**config.mk**
```make
export PLATFORM = sky130hd
export DESIGN_NAME = fct_plane_regs
export DESIGN_NICKNAME = d
export VERILOG_FILES = /design/src/design/fct_pkg.sv /design/src/design/fct_plane_regs.sv
export SDC_FILE = /design/constraint.sdc
export NUM_CORES = 1
export LEC_CHECK = 0
export BUFFER_PORTS_ARGS = -buffer_cell sky130_fd_sc_hd__buf_2
export CORE_ASPECT_RATIO = 0.9
export CORE_MARGIN = 2
export CORE_UTILIZATION = 45
export DETAILED_ROUTE_END_ITERATION = 16
export PLACE_DENSITY = 0.84
export SKIP_LAST_GASP = 1
export SLEW_MARGIN = 15
export SYNTH_ARGS = -nofsm -noshare
export SYNTH_HDL_FRONTEND = slang
export SYNTH_SLANG_ARGS = --single-unit
```
**constraint.sdc**
```tcl
create_clock -name clk_i -period 0.8 [get_ports clk_i]
set_clock_uncertainty 0.05 [all_clocks]
set_input_delay 0.04 -clock clk_i [delete_from_list [all_inputs] [get_ports clk_i]]
set_output_delay 0.04 -clock clk_i [all_outputs]
set_load 0.01 [all_outputs]
```
**src/design/fct_pkg.sv**
```systemverilog
// Shared types, widths and register codes of the frustum cull test block.
package fct_pkg;

  localparam int CoordWidth = 16;
  localparam int HalfWidth  = CoordWidth - 1;
  localparam int CoefWidth  = 16;
  localparam int NumPlanes  = 6;
  localparam int PlaneWidth = 4 * CoefWidth;
  localparam int CfgIdxWidth = 3;

  // Products of a coefficient with a coordinate or with a half-size.
  localparam int ProdCWidth = CoefWidth + CoordWidth;
  localparam int ProdHWidth = CoefWidth + HalfWidth;
  // Seven terms, each below 2^(ProdCWidth-1) in magnitude, plus headroom.
  localparam int SumWidth   = ProdCWidth + 4;
  // d is scaled by 2^8 and the sphere radius by 2^12 to line up with the products.
  localparam int DShift     = 8;
  localparam int RShift     = 12;

  localparam logic [CfgIdxWidth-1:0] PlaneNear   = 3'd0;
  localparam logic [CfgIdxWidth-1:0] PlaneFar    = 3'd1;
  localparam logic [CfgIdxWidth-1:0] PlaneLeft   = 3'd2;
  localparam logic [CfgIdxWidth-1:0] PlaneRight  = 3'd3;
  localparam logic [CfgIdxWidth-1:0] PlaneTop    = 3'd4;
  localparam logic [CfgIdxWidth-1:0] PlaneBottom = 3'd5;

  typedef enum logic [1:0] {
    ShapePoint  = 2'd0,
    ShapeSphere = 2'd1,
    ShapeCube   = 2'd2,
    ShapeBox    = 2'd3
  } shape_e;

  typedef struct packed {
    shape_e                       op;
    logic signed [CoordWidth-1:0] cx;
    logic signed [CoordWidth-1:0] cy;
    logic signed [CoordWidth-1:0] cz;
    logic [HalfWidth-1:0]         hx;
    logic [HalfWidth-1:0]         hy;
    logic [HalfWidth-1:0]         hz;
  } fct_item_t;

  typedef logic [NumPlanes-1:0][PlaneWidth-1:0] plane_set_t;

endpackage

```
**src/design/fct_plane_regs.sv**
```systemverilog
// Configuration register file holding the six frustum planes.
module fct_plane_regs
  import fct_pkg::*;
(
  input  logic                   clk_i,
  input  logic                   rst_ni,
  input  logic                   cfg_we_i,
  input  logic [CfgIdxWidth-1:0] cfg_idx_i,
  input  logic [PlaneWidth-1:0]  cfg_wdata_i,
  output plane_set_t             planes_o
);

  plane_set_t planes_q, planes_d;

  always_comb begin
    planes_d = planes_q;
    if (cfg_we_i) begin
      case (cfg_idx_i)
        PlaneNear:   planes_d[0] = cfg_wdata_i;
        PlaneFar:    planes_d[1] = cfg_wdata_i;
        PlaneLeft:   planes_d[2] = cfg_wdata_i;
        PlaneRight:  planes_d[3] = cfg_wdata_i;
        PlaneTop:    planes_d[4] = cfg_wdata_i;
        PlaneBottom: planes_d[5] = cfg_wdata_i;
        default: ;
      endcase
    end
  end

  always_ff @(posedge clk_i or negedge rst_ni) begin
    if (!rst_ni) begin
      planes_q <= '0;
    end else begin
      planes_q <= planes_d;
    end
  end

  assign planes_o = planes_q;

endmodule

```
* Word level (Yosys, flattened, before mapping)
Index checks and enable logic that the tools add are counted.
** Storage, ports and cells
- Register bits :: 384
- Output and inout bits :: 384
- Logic and storage cells :: 18
** Operators by class
- Reduce and logical (&&, ||, !) cells :: 7
- Eq/ne operators :: 5
** Operators with widths (number)
- 2-bit AND reduction :: 6
- 3-bit by 2-bit equality test with 1-bit output, second input constant :: 2
- 3-bit equality test, second input constant :: 2
- 3-bit by 1-bit equality test with 1-bit output, second input constant :: 1
- 3-bit zero test :: 1

* Longest topological paths before layout
- Depth in word-level cells :: 2
- Mapped depth :: 4
- Gate-level depth less buffers :: 2

* Least setup slack after synthesis
No wires, ideal clock.
- Kind :: input-to-reg
- From :: input cfg_idx_i[1]
- To :: register planes_q, in the netlist planes_o[0]
- Setup time :: 127 ps
- Slack :: -335 ps
- Arrival time :: 957 ps
- Cell stages on the path :: 4
- Cell sequence :: nor4b_2 > buf_4 > buf_6 > mux2_1
** On the way
- Longest elaborated chain between the ends :: 2
** Ends and longest elaborated chain
- start, declared :: line fct_plane_regs.sv:8 : input logic [CfgIdxWidth-1:0] cfg_idx_i,
- 3-bit zero test :: line fct_plane_regs.sv:18 : case (cfg_idx_i)
- 2-bit AND reduction (no line)
- end signal, assigned :: line fct_plane_regs.sv:34 : planes_q <= planes_d;
- end, declared :: line fct_plane_regs.sv:13 : plane_set_t planes_q, planes_d;
Every way passes these cells.
A chain may end at the register's enable or synchronous reset.

* Worst setup path in the final report
- From :: register planes_q, in the netlist planes_o[37]
- To :: output planes_o[37] in the netlist's numbering
** RTL lines
- end, declared :: line fct_plane_regs.sv:10 : output plane_set_t planes_o
No word-level cell between the ends.

==> qor.txt <==
Post-route ant nets: 0
Avg Synthesized Cell Area: 18.56 um^2
WP data arrival: 1260 ps
Crit path time final: 1348 ps
Filler-free cell count of the finished design: 2,314
Flop pwr share: 36.4%
Top cell type's share of synthesized area: 63.46%
Vias in the first global route: 13,610
Largest family of logic cells by synthesized area: multiplexers
Pre-CTS WS: -656.7 ps
Number of diodes: 0
CTS H-Tree Depth: 2
Yosys cell types: 11
Final Max Slew Viols: 0
Synthesized area: 15,140 um^2
Power share of the combinational group: 39.4%
Synth Area in Compound Gates: 0%
Root Buffer: clkbuf_16
P_sw: 24,360 uW
Clock power frac: 24.3%
EDFF count, synth: 0
Async SR Flop Fraction: 100.0%
Violated checks: hold timing, setup timing
Leakage power: 0.01414 uW
Final core utilization: 84.41%
Routed vias: 13,110
Max Freq: 741.8 MHz
Setup Viol. Count Final: 768
Status: complete, but fails checks
Number of flip-flops in the largest register: 384
RSZ-0062 raised after global routing: yes
CTS buffer count: 39
Post-Syn Nets: 886
First-pass GRT wire length: 90,680 um
Initial Util: 45.85%
Crit-path max FO: 2
Commonest cells post-synth: dfrtp_1, mux2_1, mux2_4, buf_6, buf_4
DP Cell Count: 1,842
Gr usage total: 34.78%
Die Span Y: 178.0 um
Via-to-Cell Ratio: 5.666
DR iter-0 viols: 992
Xor/xnor share of the synthesized area: 0%
Nets: 1,933
Hold Path Class: in2async
Post-synthesis simple-gate area fraction: 0.4627%
Layout cells sized above 1: 75.74%
WL final: 74,470 um
Design Power: 77,880 uW
Multiplexer area fraction after synthesis: 33.02%
Max-Cap Viols: 0
Worst Max-Slew Pin Slew: 412.1 ps
Non-Filler Cell Area, Final: 27,880 um^2
Post-place instance area: 19,820 um^2
CTS Hold Bufs: 65
Worst VDD drop: 1.935 mV
DR pass1 iterations: 5
Post-synthesis sequential area ratio: 63.46%
Die W: 197.4 um
Largest net degree at the start of global routing: 52
Worst hold margin: -105.3 ps
Drt drc: 0
Clock Sinks: 384
CP startpoint kind: flip-flop
Adder-cell area share of the yosys netlist: 0%
Internal Power: 53,520 uW
Period utilization: 168.5%
Initial antenna violation count: 0
Pwr Density: 2794 nW/um^2
Slew HR: 72.52%
Clock tree buffer depth: 3
IO Port Bufs: 453
Crit path required time: 710 ps
Flops & latches, synth: 384
Layout area overhead: 84.09%
Worst Setup End Kind: primary output
Setup Crit Path Kind: reg2out
Count leader, synth: dfrtp_1
Row count: 63
Die ar.: 35,140 um^2
Syn. warnings: 0
Reg clk slew, reported paths: 70 ps
Dominant cell type by area after synthesis: dfrtp_1
Setup ws final: -548.0 ps
Io pins: 454
Post-synth top flop: dfrtp_1
Grt total ovfl: 0
Core Region: 33,030 um^2
Dominant cells by area after synthesis: dfrtp_1, mux2_4, mux2_1
Switching share of power: 31.28%
Routability cong.: 0.8142
DR WL/cell: 32.18 um
Fin. Hold Viols: 11
TritonCTS clock tree: yes
Post-DP HPWL: 30,160 um
Clk_lat worst skew: 520 ps
Mapped Cells: 816
==> critical path: stages (launching register included) <==
cell and delay, ps:
dfrtp_1 450, buf_6 150, buf_6 110
==> logic make-up (layout without fill, tap and decap cells) <==
family	count (synthesis)	after routing
flops	384	384
simple gates	6	6
buf+inv	42	1118
mux	384	384
==> metal layers <==
metal,track usage (%),vias up,part of all wire [%]
met4,14.44,0,6.3
met2,58.36,1037,48
li1,-,4981,-
met3,9.340,332,9.9
met1,42.79,6761,36
met5,0,-,0
==> path summary, 6_finish.rpt <==
check	start	cells after the start	slack [ps]	to
worst max register to register	planes_o[30]$_DFFE_PN0P_	3	-360	planes_o[30]$_DFFE_PN0P_
worst min-delay path	rst_ni	2	-110	planes_o[362]$_DFFE_PN0P_
min in group clk_i	cfg_idx_i[0]	5	130	planes_o[7]$_DFFE_PN0P_
max in group asynchronous	rst_ni	3	140	planes_o[370]$_DFFE_PN0P_
worst min register to register	planes_o[214]$_DFFE_PN0P_	1	470	planes_o[214]$_DFFE_PN0P_
worst max-delay path	planes_o[37]$_DFFE_PN0P_	2	-550	planes_o[37]
==> area by class of cell <==
| cell class | count | area, um^2 |
|---|---|---|
| Sequential cell | 384 | 9609 |
| Fill cell | 1262 | 5150 |
| Multi-Input combinational cell | 390 | 5841 |
| Timing Repair Buffer | 1048 | 10660 |
| Clock inverter | 19 | 158.9 |
| Tap cell | 422 | 528.0 |
| Clock buffer | 51 | 1084 |
==> per-stage QoR <==
| step | hold WS (ps) | TNS, ps |
|---|---|---|
| 2_1_floorplan | -305.6 | -97020 |
| 3_3_place_gp | -174.4 | -203080 |
| 3_5_place_dp | -175.3 | -208900 |
| 4_1_cts | -149.4 | -192980 |
| 5_1_grt | -99.74 | -235750 |
| 6_report | -105.3 | -227030 |
==> power by group through the flow <==
| stage | Sequential, uW | Clock [uW] | Combinational [uW] |
|---|---|---|---|
| after detailed placement | 26600 | 0 | 16300 |
| after global routing | 28500 | 19600 | 31400 |
| after CTS | 26600 | 18100 | 24400 |
| final | 28300 | 18900 | 30700 |
| after global placement | 26300 | 0 | 15900 |
| after floorplan | 28300 | 0 | 5940 |
==> cells in the final DEF, fill, tap and decap left out, drive strengths merged <==
master	count
clkinvlp	4
clkinv	12
buf	975
inv	1
nor4b	1
clkbuf	59
nand4b	2
bufinv	2
dfrtp	384
mux2	384
dlygate4sd3	65
and4bb	3
==> repair_timing <==
| item | in CTS | in global routing |
|---|---|---|
| gates resized for setup | 426 | 350 |
| endpoints found under the setup margin | 725 | 768 |
| endpoints found under the hold margin | 768 | 11 |
| cloned | 10 | 8 |
| buffers inserted | 223 | 213 |
| pin swaps | 3 | 3 |
Note: power is estimated with default switching activity, not from simulation.
