[config.mk]
export PLATFORM = sky130hd
export DESIGN_NAME = fct_plane_unit
export DESIGN_NICKNAME = d
export VERILOG_FILES = /design/src/design/fct_pkg.sv /design/src/design/fct_plane_unit.sv
export SDC_FILE = /design/constraint.sdc
export NUM_CORES = 2
export LEC_CHECK = 0
export BUFFER_PORTS_ARGS = -buffer_cell sky130_fd_sc_hd__buf_2
export CORE_ASPECT_RATIO = 2
export CORE_MARGIN = 8
export CORE_UTILIZATION = 45
export DETAILED_ROUTE_END_ITERATION = 7
export PLACE_DENSITY_LB_ADDON = 0.15
export SLEW_MARGIN = 20
export SYNTH_ARGS = -nofsm -noshare
export SYNTH_HDL_FRONTEND = slang
export SYNTH_SLANG_ARGS = --single-unit
[constraint.sdc]
create_clock -name clk_i -period 14.7 [get_ports clk_i]
set_input_delay 1.47 -clock clk_i [delete_from_list [all_inputs] [get_ports clk_i]]
set_output_delay 1.47 -clock clk_i [all_outputs]
set_load 0.05 [all_outputs]
[src/design/fct_pkg.sv]
// Shared types, widths and register codes of the frustum cull test block.
package fct_pkg;

  localparam int CoordWidth = 16;
  localparam int HalfWidth  = CoordWidth - 1;
  localparam int CoefWidth  = 16;
  localparam int NumPlanes  = 6;
  localparam int PlaneWidth = 4 * CoefWidth;
  localparam int CfgIdxWidth = 3;

  // Products of a coefficient with a coordinate or with a half-size.
  localparam int ProdCWidth = CoefWidth + CoordWidth;
  localparam int ProdHWidth = CoefWidth + HalfWidth;
  // Seven terms, each below 2^(ProdCWidth-1) in magnitude, plus headroom.
  localparam int SumWidth   = ProdCWidth + 4;
  // d is scaled by 2^8 and the sphere radius by 2^12 to line up with the products.
  localparam int DShift     = 8;
  localparam int RShift     = 12;

  localparam logic [CfgIdxWidth-1:0] PlaneNear   = 3'd0;
  localparam logic [CfgIdxWidth-1:0] PlaneFar    = 3'd1;
  localparam logic [CfgIdxWidth-1:0] PlaneLeft   = 3'd2;
  localparam logic [CfgIdxWidth-1:0] PlaneRight  = 3'd3;
  localparam logic [CfgIdxWidth-1:0] PlaneTop    = 3'd4;
  localparam logic [CfgIdxWidth-1:0] PlaneBottom = 3'd5;

  typedef enum logic [1:0] {
    ShapePoint  = 2'd0,
    ShapeSphere = 2'd1,
    ShapeCube   = 2'd2,
    ShapeBox    = 2'd3
  } shape_e;

  typedef struct packed {
    shape_e                       op;
    logic signed [CoordWidth-1:0] cx;
    logic signed [CoordWidth-1:0] cy;
    logic signed [CoordWidth-1:0] cz;
    logic [HalfWidth-1:0]         hx;
    logic [HalfWidth-1:0]         hy;
    logic [HalfWidth-1:0]         hz;
  } fct_item_t;

  typedef logic [NumPlanes-1:0][PlaneWidth-1:0] plane_set_t;

endpackage

[src/design/fct_plane_unit.sv]
// Three-stage test of one object against one plane.
module fct_plane_unit
  import fct_pkg::*;
(
  input  logic                  clk_i,
  input  logic [PlaneWidth-1:0] plane_i,
  input  fct_item_t             item_i,
  output logic                  pass_o
);

  logic signed [CoefWidth-1:0] coef_a, coef_b, coef_c, coef_d;
  logic [CoefWidth-1:0]        mag_a, mag_b, mag_c;
  logic signed [CoordWidth-1:0] cx, cy, cz;

  assign coef_a = plane_i[CoefWidth-1:0];
  assign coef_b = plane_i[2*CoefWidth-1:CoefWidth];
  assign coef_c = plane_i[3*CoefWidth-1:2*CoefWidth];
  assign coef_d = plane_i[4*CoefWidth-1:3*CoefWidth];
  assign cx = item_i.cx;
  assign cy = item_i.cy;
  assign cz = item_i.cz;

  // Magnitudes as unsigned values; the most negative code maps to 2^15.
  assign mag_a = coef_a[CoefWidth-1] ? (~plane_i[CoefWidth-1:0] + 1'b1)
                                     : plane_i[CoefWidth-1:0];
  assign mag_b = coef_b[CoefWidth-1] ? (~plane_i[2*CoefWidth-1:CoefWidth] + 1'b1)
                                     : plane_i[2*CoefWidth-1:CoefWidth];
  assign mag_c = coef_c[CoefWidth-1] ? (~plane_i[3*CoefWidth-1:2*CoefWidth] + 1'b1)
                                     : plane_i[3*CoefWidth-1:2*CoefWidth];

  // Stage 1: products.
  logic signed [ProdCWidth-1:0]       pa_q, pb_q, pc_q;
  logic [ProdHWidth-1:0]              ha_q, hb_q, hc_q;
  logic signed [CoefWidth+DShift-1:0] dsh_q;
  logic [HalfWidth+RShift-1:0]        rad_q;
  shape_e                             op1_q;

  always_ff @(posedge clk_i) begin
    pa_q  <= coef_a * cx;
    pb_q  <= coef_b * cy;
    pc_q  <= coef_c * cz;
    ha_q  <= mag_a * item_i.hx;
    hb_q  <= mag_b * item_i.hy;
    hc_q  <= mag_c * item_i.hz;
    dsh_q <= {coef_d, {DShift{1'b0}}};
    rad_q <= {item_i.hx, {RShift{1'b0}}};
    op1_q <= item_i.op;
  end

  // Stage 2: center distance and the margin the shape adds to it.
  // The best corner of a box lies at distance + |a|hx + |b|hy + |c|hz.
  logic signed [SumWidth-1:0] dist_q, dist_d;
  logic signed [SumWidth-1:0] margin_q, margin_d;

  always_comb begin
    dist_d = SumWidth'(pa_q) + SumWidth'(pb_q) + SumWidth'(pc_q) + SumWidth'(dsh_q);
    case (op1_q)
      ShapePoint:  margin_d = '0;
      ShapeSphere: margin_d = SumWidth'(rad_q);
      ShapeCube,
      ShapeBox:    margin_d = SumWidth'(ha_q) + SumWidth'(hb_q) + SumWidth'(hc_q);
      default:     margin_d = '0;
    endcase
  end

  always_ff @(posedge clk_i) begin
    dist_q   <= dist_d;
    margin_q <= margin_d;
  end

  // Stage 3: sign test.
  logic signed [SumWidth-1:0] total;
  logic                       pass_q;

  assign total = dist_q + margin_q;

  always_ff @(posedge clk_i) begin
    pass_q <= ~total[SumWidth-1];
  end

  assign pass_o = pass_q;

endmodule

After elaboration in Yosys (flattened, before gate mapping)
Index checks and enable logic that the tools add are counted.
W data, S select, Z words.
- add/sub/neg operators: 9
- $mul: 6
- equal/unequal tests: 3
- muxes and demuxes: 4
- bitwise logic cells: 4
- reduce and logical (&&, ||, !) cells: 2
- operators with widths (cell ; number):
    $pmux W36 S3 ; 1
    $mul A16 B16 Y32 ; 3
    $mul A16 B15 Y31 ; 3
    $add A16 B1 Y16 const B ; 3
    $mux W16 ; 3
    $not A16 Y16 ; 3
    $add A35 B36 Y36 ; 1
    $add A34 B24 Y35 ; 1
    $add A33 B32 Y34 ; 1
    $add A32 B31 Y33 ; 1
    $add A32 B32 Y33 ; 1
    $add A31 B31 Y32 ; 1
    $eq A2 B2 Y1 const B ; 2
    $eq A2 B1 Y1 const B ; 1
    $logic_not A2 Y1 ; 1
    $reduce_or A2 Y1 ; 1
    $not A1 Y1 ; 1
- register bits: 294
- bits of input ports: 160
- output and inout bits: 1
- logic and storage cells: 40

Longest topological paths before layout
- depth after elaboration: 4
- depth in mapped cells: 32
- gate-level depth less buffers: 31

Least setup slack after synthesis
OpenSTA, ideal clock, no wires.
- path type: input-to-reg
- from: input port plane_i[2]
- to: register ha_q[30]
- setup time: 0.072 ns
- arrival: 8.652 ns
- data required time: 14.628 ns
- slack: 5.976 ns
- cell stages on the path: 29
- buffers on the path: 2
- cell sequence: buf_6 -> or3_4 -> or4_4 -> or3_4 -> o31ai_4 -> xnor2_1 -> buf_6 -> and2_4 -> fa_1 -> inv_1 -> fa_1 -> inv_1 -> fa_1 -> fa_1 -> fa_1 -> inv_1 -> fa_1 -> inv_1 -> ha_1 -> a21o_1 -> a21oi_1 -> nor2_1 -> nor2_1 -> o41ai_1 -> o221ai_2 -> o21ai_1 -> or4b_1 -> a31oi_1 -> xnor2_1
- cells in the longest elaborated chain, start to end: 4
- ends and longest elaborated chain (item ; RTL line ; RTL):
    start: declaration ; fct_plane_unit.sv:6 ; input logic [PlaneWidth-1:0] plane_i,
    $not A16 Y16 ; fct_plane_unit.sv:24 ; assign mag_a = coef_a[CoefWidth-1] ? (~plane_i[CoefWidth-1:0] + 1'b1)
    $add A16 B1 Y16 ; fct_plane_unit.sv:24 ;
    $mux W16 (*) ; fct_plane_unit.sv:24 ;
    $mul A16 B15 Y31 (*) ; fct_plane_unit.sv:42 ; ha_q <= mag_a * item_i.hx;
    end signal: assignment ; fct_plane_unit.sv:42 ;
    end: declaration ; fct_plane_unit.sv:33 ; logic [ProdHWidth-1:0] ha_q, hb_q, hc_q;
Every way passes the cells marked *; elsewhere a longest branch is shown, timed or not.

Worst setup path in the final report
- from: input port plane_i[0]
- to: register ha_q[30]
Same word-level chain as after synthesis.

==> impl_results.md <==
- Antenna violations before repair: 19
- Placer Congestion: 0.842
- Hold wc startpoint: rad_q[13]
- Syn_area_per_cell: 9.39 sq um
- Register-to-Register Setup Slack: 10.57 ns
- Nets: 9163
- CTS tree: built
- Total of max-cap violations: 0
- Final WL: 168 mm
- Fin crit share: 0.604
- CTS Sinks: 291
- Starting density of the core: 0.451
- CP most frequent cell: fa_1
- Via count: 45100
- Layout cell share with drive strength beyond 1: 0.0450
- Grt ovf: 0
- RR Startpoint: pb_q[2]
- EDFF count, synth: 0
- Largest net degree at the start of global routing: 34
- Post-CTS Setup Inserts: 0
- Critical path endpoint category: flip-flop
- Final ANT Viol Nets: 0
- Fin cells: 8893
- Initial DRC count: 2009
- HPWL Detailed: 140 mm
- Routed wire per std cell: 18.9 microns
- Synth Cell Area: 65300 sq um
- IO Port Bufs: 160
- Hold EP: margin_q[13]
- Synth top cells by count: inv_1 (1548), fa_1 (1416), and2_1 (803), nand2_1 (757), ha_1 (635)
- Die width: 285 microns
- Startpoint Class: primary input
- Synth top area cells: fa_1 (43%), ha_1 (12%), dfxtp_1 (8.9%)
- Yosys warning count: 0
- Chip height: 555 microns
- Fin area: 69200 sq um
- Clock period minus worst slack: 8.88 ns
- Fillers: 14200
- Seq/Total Area, Yosys: 0.0892
- Top cell type's share of synthesized area: 0.434
- Crit path from: plane_i[0]
- Buffers & Inverters on Critical Path: 6
- Clk_lat worst skew: 0.57 ns
- First-pass DRT Iterations: 5
- Core area: 145000 sq um
- Vias in the first global route: 49900
- DRC viols: 0
- Worst R2R End: dist_q[34]
- FP Rows: 198
- Hold buffers post-CTS: 0
- CP arrival: 9.37 ns
- Placed insts: 8813
- Setup TNS: 0 ns
- Seq cells post-synth: 291
- Setup-failing EPs final: 0
- Clk root buf: clkbuf_16
- Clk_skew: 0.0332 ns
- Unrepaired setup endpoints after global routing: false
- Count leader, synth: inv_1
- Bufs on Longest Clock Path: 3
- Reg2reg path depth: 14
- IO Pins: 161
- Critical path's slowest cell: fa_1
- First-pass GRT wire length: 274 mm
- CP max stage delay: 0.54 ns
- Area leader, netlist: fa_1
- Post-cts gate resize count: 0
- Reg clk slew, reported paths: 0.06 ns
- Hold depth: 1
- CTS Buf Count: 37
- Top FF cell, synth: dfxtp_1
- Hold crit path type: flip-flop to flip-flop
- CP Data Required Time: 15.19 ns
- Worst-Margin Slew: 1.05 ns
- Crit path max fanout: 32
- Count of different cell masters after synthesis: 83
- CP delay by family, top: adder cells
- Area grow syn2layout: 6.03%
- Final Max Slew Viols: 0
- Syn Nets: 9167
- Worst slew margin: 0.298
- Fmax: 0.113 GHz
- Htree depth: 2
- Vias per cell: 5.07
- Setup CP Type: primary input to flip-flop
- Final Hold Viols: 0
- Status: finished clean
- Die area: 158000 sq um
- Share of flip-flops with an asynchronous set or reset: 0
- All-Layer GR Usage: 0.218
- Cells after Synth: 6956
- Placed cell area: 67900 sq um
==> area by class of cell <==
type	count	area [sq um]	share of cell area
clock buffers	46	1010	0.0146
well taps	1900	2380	0.0343
inverters	1549	5810	0.0840
multi-input cells	4875	52800	0.763
flip-flops and latches	291	5830	0.0841
diodes	13	32.5	0.000470
clock inverters	21	280	0.00405
repair buffers	198	1090	0.0157
==> metrics by stage <==
stage,hold WS (ns),util,setup WS (ns)
6_report,0.513,0.479,5.82
5_1_grt,0.512,0.478,5.31
2_1_floorplan,0.401,-,5.98
3_5_place_dp,0.485,0.469,5.19
3_3_place_gp,0.499,0.469,5.28
4_1_cts,0.509,0.478,5.79
==> cell families after synthesis <==
group	Yosys count	synth area share
compound gates	627	0.0645
simple gates	1925	0.151
fa+ha+maj	2051	0.556
flops	291	0.0892
xor+xnor	272	0.0365
buf+inv	1790	0.103
==> sequential cells by signal, indices dropped and copies added (netlist names) <==
signal,flops
ha_q,31
rad_q,15
dsh_q,16
margin_q,33
pass_o,1
op1_q,2
hc_q,31
hb_q,31
pc_q,32
pb_q,32
dist_q,35
pa_q,32
==> worst register-to-register path: cells and delay by family, from the launching register on <==
kind | cells | cell delay, ns
AOI/OAI and AO/OA | 9 | 1.97
and+or+nand+nor | 1 | 0.17
adders and majority gates | 4 | 1.45
DFF | 1 | 0.44
==> metal layers <==
| layer | wire length, microns | up-vias | GRT usage |
|---|---|---|---|
| met4 | 7860 | 10 | 0.0811 |
| met3 | 5680 | 239 | 0.0178 |
| met2 | 88500 | 787 | 0.401 |
| met1 | 65800 | 23200 | 0.264 |
| met5 | 50 | - | 0 |
| li1 | - | 20900 | - |
==> cells in the final DEF, fill, tap and decap left out, types with 101 or more instances in the layout <==
| cell type | instances |
|---|---|
| fa_1 | 1416 |
| and2_1 | 803 |
| xnor2_1 | 207 |
| o21ai_0 | 113 |
| ha_1 | 635 |
| buf_2 | 160 |
| a21o_1 | 101 |
| nand2_1 | 757 |
| a21oi_1 | 168 |
| nor2_1 | 123 |
| dfxtp_1 | 291 |
| inv_1 | 1548 |
==> how the worst max path moves through the flow <==
| stage | end | depth (start not counted) |
|---|---|---|
| 4_1_cts | ha_q[30] | 29 |
| 3_5_place_dp | ha_q[30] | 29 |
| 5_1_grt | ha_q[30] | 29 |
| 2_1_floorplan | ha_q[30] | 29 |
| 6_report | ha_q[30] | 29 |
| 3_3_place_gp | ha_q[30] | 29 |
Power is left out: the tool's default activity adds up to more than one toggle a clock period on the data nets, which glitch-free logic cannot reach.
